## src/bvs_pkg.sv

```systemverilog
// Package for the bounded vector store: field widths, command and status codes,
// and the control struct broadcast to the storage cells. No dependencies.
package bvs_pkg;

   localparam int DATA_BITS  = 32;
   localparam int INDEX_BITS = 4;
   localparam int COUNT_BITS = 5;
   localparam int CAP_BITS   = 5;
   localparam int CMD_BITS   = 2;
   localparam int STAT_BITS  = 2;

   localparam logic [CAP_BITS-1:0] CAP_RESET = CAP_BITS'(16);

   typedef enum logic [CMD_BITS-1:0] {
      CMD_CLEAR  = 2'd0,
      CMD_PUSH   = 2'd1,
      CMD_GET    = 2'd2,
      CMD_REMOVE = 2'd3
   } cmd_type;

   typedef enum logic [STAT_BITS-1:0] {
      ST_OK       = 2'd0,
      ST_NO_SPACE = 2'd1,
      ST_NO_ENTRY = 2'd2
   } status_type;

   typedef struct packed {
      logic                  do_push;
      logic                  do_remove;
      logic [INDEX_BITS-1:0] index;
      logic [COUNT_BITS-1:0] count;
      logic [DATA_BITS-1:0]  push_data;
   } cell_ctl_type;

endpackage

```

## src/bvs_cell.sv

```systemverilog
// One storage cell of the vector: holds a single element and either loads a
// pushed value or takes its right neighbor's value on a remove. Uses bvs_pkg.
module bvs_cell
   import bvs_pkg::*;
#(
   parameter int POS  = 0,
   parameter int BITS = 32
) (
   input  logic             clock,
   input  cell_ctl_type     ctl,
   input  logic [BITS-1:0]  right_data,
   output logic [BITS-1:0]  data
);

   logic [BITS-1:0] data_ff;
   logic [BITS-1:0] data_in;
   logic            load;
   logic            shift;

   // A push lands in the cell that sits at the current count; a remove pulls
   // the cells above the index, up to the last held one, one place down.
   assign load  = ctl.do_push && (POS == 32'(ctl.count));
   assign shift = ctl.do_remove && (POS >= 32'(ctl.index)) && ((POS + 1) < 32'(ctl.count));

   always_comb begin
      data_in = data_ff;
      if (load) begin
         data_in = ctl.push_data[BITS-1:0];
      end else if (shift) begin
         data_in = right_data;
      end
   end

   always_ff @(posedge clock) begin
      data_ff <= data_in;
   end

   assign data = data_ff;

endmodule

```

## src/bounded_vector_store_top.sv

```systemverilog
// Bounded vector store: a fixed-capacity packed vector held in a row of cells.
// Latency: a result appears in the cycle after its request is accepted.
// Throughput: one request per cycle while no result is stalled; count_ff feeds back.
// Reset (synchronous): count cleared, capacity back to 16, no result pending.
// Element cells are not reset; they are only ever read after being written.
// Depends on bvs_pkg and bvs_cell.
module bounded_vector_store_top
   import bvs_pkg::*;
#(
   parameter int DEPTH        = 16,
   parameter int ELEMENT_BITS = 32
) (
   input  logic                  clock,
   input  logic                  reset,
   // Request channel.
   input  logic                  req_valid,
   output logic                  req_ready,
   input  logic [CMD_BITS-1:0]   req_command,
   input  logic [INDEX_BITS-1:0] req_index,
   input  logic [DATA_BITS-1:0]  req_element_data,
   // Result channel.
   output logic                  rsp_valid,
   input  logic                  rsp_ready,
   output logic [STAT_BITS-1:0]  rsp_status,
   output logic [DATA_BITS-1:0]  rsp_read_data,
   output logic [COUNT_BITS-1:0] rsp_element_count,
   // Configuration port.
   input  logic                  psel,
   input  logic                  penable,
   input  logic                  pwrite,
   input  logic [1:0]            paddr,
   input  logic [31:0]           pwdata,
   output logic [31:0]           prdata,
   output logic                  pready
);

   // Only the low bits of an element survive: the request field is 32 bits wide.
   localparam int STORE_BITS = (ELEMENT_BITS < DATA_BITS) ? ELEMENT_BITS : DATA_BITS;
   localparam int IDX_BITS   = (DEPTH > 1) ? $clog2(DEPTH) : 1;

   // Configuration register. There is a single register, so every address maps to it.
   logic [CAP_BITS-1:0] cap_ff;
   logic                cfg_write;

   assign pready    = 1'b1;
   assign cfg_write = psel && penable && pwrite && pready;
   assign prdata    = 32'(cap_ff);

   always_ff @(posedge clock) begin
      if (reset) begin
         cap_ff <= CAP_RESET;
      end else if (cfg_write) begin
         cap_ff <= pwdata[CAP_BITS-1:0];
      end
   end

   // Element count and result register.
   logic [COUNT_BITS-1:0] count_ff;
   logic [COUNT_BITS-1:0] count_in;
   logic                  rsp_valid_ff;
   logic                  rsp_valid_in;
   status_type            status_ff;
   status_type            status_in;
   logic [DATA_BITS-1:0]  read_data_ff;
   logic [DATA_BITS-1:0]  read_data_in;

   logic                  accept;
   cmd_type               cmd;
   logic [COUNT_BITS-1:0] usable_cap;
   logic                  index_held;
   logic                  room_left;
   cell_ctl_type          ctl;

   // A new request is taken whenever the result register is empty or is
   // being drained in the same cycle.
   assign req_ready = !rsp_valid_ff || rsp_ready;
   assign accept    = req_valid && req_ready;
   assign cmd       = cmd_type'(req_command);

   // Capacity values beyond the built depth act as the depth itself.
   assign usable_cap = (32'(cap_ff) > DEPTH) ? COUNT_BITS'(DEPTH) : COUNT_BITS'(cap_ff);
   assign room_left  = (count_ff < usable_cap) && (32'(count_ff) < DEPTH);
   assign index_held = (COUNT_BITS'(req_index) < count_ff) && (32'(req_index) < DEPTH);

   // The row of cells. Each cell sees the same broadcast control and its
   // right neighbor's value; the last cell never shifts, so its input is tied off.
   logic [STORE_BITS-1:0] cell_data [DEPTH];

   genvar gi;
   generate
      for (gi = 0; gi < DEPTH; gi++) begin : g_cell
         logic [STORE_BITS-1:0] right_val;
         if (gi < DEPTH - 1) begin : g_inner
            assign right_val = cell_data[gi + 1];
         end else begin : g_last
            assign right_val = '0;
         end
         bvs_cell #(
            .POS  (gi),
            .BITS (STORE_BITS)
         ) u_cell (
            .clock      (clock),
            .ctl        (ctl),
            .right_data (right_val),
            .data       (cell_data[gi])
         );
      end
   endgenerate

   // Command decode: status, read data and the new count for this request.
   always_comb begin
      count_in     = count_ff;
      status_in    = ST_OK;
      read_data_in = '0;
      ctl          = '0;
      ctl.index    = req_index;
      ctl.count    = count_ff;
      ctl.push_data = req_element_data;
      case (cmd)
         CMD_CLEAR: begin
            count_in = '0;
         end
         CMD_PUSH: begin
            if (room_left) begin
               ctl.do_push = 1'b1;
               count_in    = count_ff + COUNT_BITS'(1);
            end else begin
               status_in = ST_NO_SPACE;
            end
         end
         CMD_GET: begin
            if (index_held) begin
               read_data_in = DATA_BITS'(cell_data[IDX_BITS'(req_index)]);
            end else begin
               status_in = ST_NO_ENTRY;
            end
         end
         CMD_REMOVE: begin
            if (index_held) begin
               ctl.do_remove = 1'b1;
               count_in      = count_ff - COUNT_BITS'(1);
            end else begin
               status_in = ST_NO_ENTRY;
            end
         end
         default: begin
            status_in = ST_NO_ENTRY;
         end
      endcase
      // Nothing moves unless the request is actually taken.
      if (!accept) begin
         ctl.do_push   = 1'b0;
         ctl.do_remove = 1'b0;
      end
   end

   assign rsp_valid_in = accept || (rsp_valid_ff && !rsp_ready);

   always_ff @(posedge clock) begin
      if (reset) begin
         count_ff     <= '0;
         rsp_valid_ff <= 1'b0;
      end else begin
         rsp_valid_ff <= rsp_valid_in;
         if (accept) begin
            count_ff <= count_in;
         end
      end
   end

   // Result payload needs no reset; it is qualified by the valid flag.
   always_ff @(posedge clock) begin
      if (accept) begin
         status_ff    <= status_in;
         read_data_ff <= read_data_in;
      end
   end

   assign rsp_valid         = rsp_valid_ff;
   assign rsp_status        = status_ff;
   assign rsp_read_data     = read_data_ff;
   assign rsp_element_count = count_ff;

   // The count never runs past the built depth.
   a_count_bounded: assert property (@(posedge clock) disable iff (reset)
      32'(count_ff) <= DEPTH)
      else $error("element count exceeds the built depth");

   // A successful push grows the count by exactly one.
   a_push_grows: assert property (@(posedge clock) disable iff (reset)
      (accept && cmd == CMD_PUSH && status_in == ST_OK)
      |=> (count_ff == $past(count_ff) + COUNT_BITS'(1)))
      else $error("push did not advance the count");

   // A failed request never returns data.
   a_fail_no_data: assert property (@(posedge clock) disable iff (reset)
      (rsp_valid_ff && status_ff != ST_OK) |-> (read_data_ff == '0))
      else $error("failed request returned nonzero data");

   // A result that waits is not disturbed by a new request.
   a_stall_holds: assert property (@(posedge clock) disable iff (reset)
      (rsp_valid_ff && !rsp_ready) |=> (rsp_valid_ff && $stable(count_ff)))
      else $error("stalled result was disturbed");

endmodule

```

## config.mk

```make
export PLATFORM = sky130hd
export DESIGN_NAME = bounded_vector_store_top
export DESIGN_NICKNAME = d
export VERILOG_FILES = /design/src/bvs_pkg.sv /design/src/bvs_cell.sv /design/src/bounded_vector_store_top.sv
export SDC_FILE = /design/constraint.sdc
export NUM_CORES = 1
export LEC_CHECK = 0
export ABC_AREA = 1
export CORE_MARGIN = 1
export CORE_UTILIZATION = 45
export DETAILED_ROUTE_END_ITERATION = 6
export DONT_BUFFER_PORTS = 1
export GPL_TIMING_DRIVEN = 1
export HOLD_SLACK_MARGIN = 0.02
export PLACE_DENSITY = 0.61
export SETUP_SLACK_MARGIN = 0.4
export SYNTH_ARGS = -nofsm -noshare
export SYNTH_HDL_FRONTEND = slang
export SYNTH_SLANG_ARGS = --single-unit
```

## constraint.sdc

```tcl
create_clock -name clock -period 5.8 [get_ports clock]
set_input_delay 0.29 -clock clock [delete_from_list [all_inputs] [get_ports clock]]
set_output_delay 0.29 -clock clock [all_outputs]
set_load 0.01 [all_outputs]
```

==> results.md <==
- Deepest level of the CTS H-tree: 2
- Maximum number of pins on one net before global-route repair: 260
- Number of global-route vias before repair: approximately 21000
- Endpoint type of the worst setup path: flip-flop
- Fraction of layout instances using a drive strength above 1: 6.458%
- Sequential cell area: 16620 sq um
- # IOs: between 150 and 200
- Insertion delay to the later sink of the worst-skew pair: roughly 650 ps
- Total half-perimeter wirelength after legalization and detailed placement: between 40000 and 50000 um
- Core region area: around 62000 sq um
- Result of the run: complete, no violations
- Final hold violation count: 0
- Transition time at the pin with the least slew margin: between 1000 and 1500 ps
- Setup repair after global routing missed its margin: false
- Clock tree skew after final layout: between 20 and 25 ps
- Detailed router's first-iteration violation count: around 2300
- Number of standard cells in the final layout excluding fillers: between 3000 and 4000
- Die area: 63660 sq um
- Main flop type after synthesis: edfxtp_1
- Count of different cell masters after synthesis: 36
- Max Clock Freq: approximately 0.23 GHz
- Class of the most critical setup path: flip-flop to flip-flop
- Max clock buf depth: 3
- Count of state elements after synthesis: between 500 and 600
- Count of flip-flops with a built-in enable after synthesis: 546
- Worst min-delay path class: input pin to flip-flop
- Share of synthesized area occupied by flip-flops and latches: between 50% and 60%
- Via density: about 5.8
- Worst Hold Margin: just under 50 ps
- Fin util: between 40 and 50%
- Worst EP required: ~6100 ps
- TritonCTS clock tree: done
- Post-layout minimum cycle time: 4328 ps
- Row cnt: between 90 and 100
- Horizontal die dimension: ~250 um
- Setup TNS after final layout: 0 ps
- Commonest cells after routing, fill and taps aside: 708 x nand2_1, 616 x o21ai_0, 546 x edfxtp_1
- Die height: approximately 250 um
- NumNets Final: between 2000 and 3000
- Fraction of registers with async set/reset: 0%
- Master cell of the clock root buffer: clkbuf_16
- Synthesized area divided by synthesized cell count: around 9.3 sq um
- Gate count after technology mapping: ~3000
- Via count of the routed design: between 20000 and 25000
- CTS sink count: between 500 and 600
- CTS buffer count: 60
- Crit start category: flip-flop
- Area grow syn2layout: 7.185%
- Crit Path Max Fanout: 17
- Worst slew margin: a little under a fifth
- Input/output buffers: 0
- Syn. warnings: 0
- DP Cell Count: 3661
- Overall Global Routing Usage: 24.97%
- Residual overflow from global routing: 0
- Antenna violations before repair: 0
- Antenna cell count: 0
- Final Slew Violations: 0
- Peak supply drop: ~0.00026 V
- Leak: between 10 and 15 nW
- Post-CTS setup repair buffer count: 0
- DRC violations left: 0
- Number of iterations in the first detailed-routing pass: 6
- Layout filler cell count: 5753
- Power density over cell area: 289.5 nW/um^2
- Final weighted congestion in routability-driven placement: between 0.8 and 0.9
- Final Cycle Share: 74.62%
- Wire length of the first global-routing pass: between 100000 and 150000 um
- Post-detailed-routing wire length: between 70000 and 80000 um
- Antenna violation net count after detailed routing: 0
- Area of the mapped netlist: around 28000 sq um
- Max-cap violations: 0
- Final Setup Violations: 0
- Most common cell after layout, fill and taps aside: nand2_1
- Post-placement worst setup slack: ~1600 ps
- Crit path arrival time: approximately 4600 ps
- Clock edge transition at the registers on the reported setup and hold paths: about 60 ps
- Starting density of the core: between 40 and 50%
- Slack of the critical path: about 1500 ps
- Multi-input gate area in the final layout: just under 10000 sq um
- Wire per inst: 21.17 um
-- metrics by stage --
stage | cell area (sq um) | total power, mW
6_report | 30220 | 8.749
4_1_cts | 30220 | 8.809
2_1_floorplan | 28290 | 4.950
3_5_place_dp | 28230 | 5.067
5_1_grt | 30220 | 9.010
3_3_place_gp | 28230 | 5.060
-- cell type report --
| class | instances | share of cell area, % |
|---|---|---|
| clock buffer | 75 | 5.225 |
| inverter | 101 | 1.304 |
| tap | 837 | 3.465 |
| multi-input combinational | 2125 | 32.60 |
| clock inverter | 31 | 0.9688 |
| sequential | 557 | 54.98 |
| timing repair buffer | 53 | 1.457 |
-- routing by layer --
metal / global-route usage [%] / part of all wire (%)
met5: 0 / 0
met4: 8.935 / 3.4
met3: 4.264 / 7.7
met2: 41.57 / 48
met1: 32.81 / 41
-- state kept, by name, summed over array words and instances, names as in the netlist --
signal	flops
rsp_status	2
rsp_read_data	32
rsp_element_count	5
rsp_valid	1
cap_ff	5
g_cell.u_cell.data	512
-- power breakdown --
part / internal [mW] / switching, mW / total, mW
clock network: 2.14 / 1.62 / 3.75
registers: 4.42 / 0.0457 / 4.47
logic: 0.135 / 0.394 / 0.529
total: 6.69 / 2.06 / 8.75
-- cell usage after synthesis (12+ instances only) --
library cell,number,area share (%)
o22ai_1,64,1.4
nand3_1,21,0.37
ha_1,12,0.53
buf_4,30,0.80
clkbuf_2,12,0.21
clkbuf_1,131,1.7
nor2_1,379,5.0
buf_2,35,0.62
edfxtp_1,546,58
o21ai_0,630,11
inv_1,97,1.3
o21ai_1,177,3.1
buf_6,60,2.4
a21oi_1,15,0.27
a31oi_1,32,0.71
o21ai_2,24,0.75
nand2_1,710,9.5
-- critical path, stage by stage, from the launching register on --
cell and delay [ps]:
dfxtp_1 690, clkinv_1 510, ha_1 330, nand2_1 60, inv_1 30, o21ai_0 160
nand3_1 140, nor2_1 440, nand2_1 370, o21ai_4 800, buf_4 440
-- worst paths after layout --
path / start / endpoint / slack, ps / cells past startpoint
hold reg to reg: g_cell[3].u_cell.data[12]$_DFFE_PP_ / g_cell[2].u_cell.data[12]$_DFFE_PP_ / 540 / 2
hold / removal: req_command[0] / rsp_element_count[0]$_SDFFE_PP0P_ / 50 / 4
setup reg to reg: rsp_element_count[1]$_SDFFE_PP0P_ / g_cell[7].u_cell.data[28]$_DFFE_PP_ / 1470 / 10
setup / recovery: rsp_element_count[1]$_SDFFE_PP0P_ / g_cell[7].u_cell.data[28]$_DFFE_PP_ / 1470 / 10
-- cells by family (layout without fill, tap and decap cells) --
group | count (synthesis) | after routing | share of synthesized area [%]
simple gates | 1140 | 1140 | 15.67
compound gates | 945 | 945 | 17.55
flops | 557 | 557 | 58.93
buf+inv | 376 | 260 | 7.287
fa+ha+maj | 12 | 12 | 0.5325
other cells | 2 | 28 | 0.02664
-- timing repair --
item,4_1_cts,5_1_grt
hold buffers,12,0
setup endpoints to repair,0,0
resized for setup,0,0
hold endpoints to repair,12,0
Power figures use the tool's default switching activity.
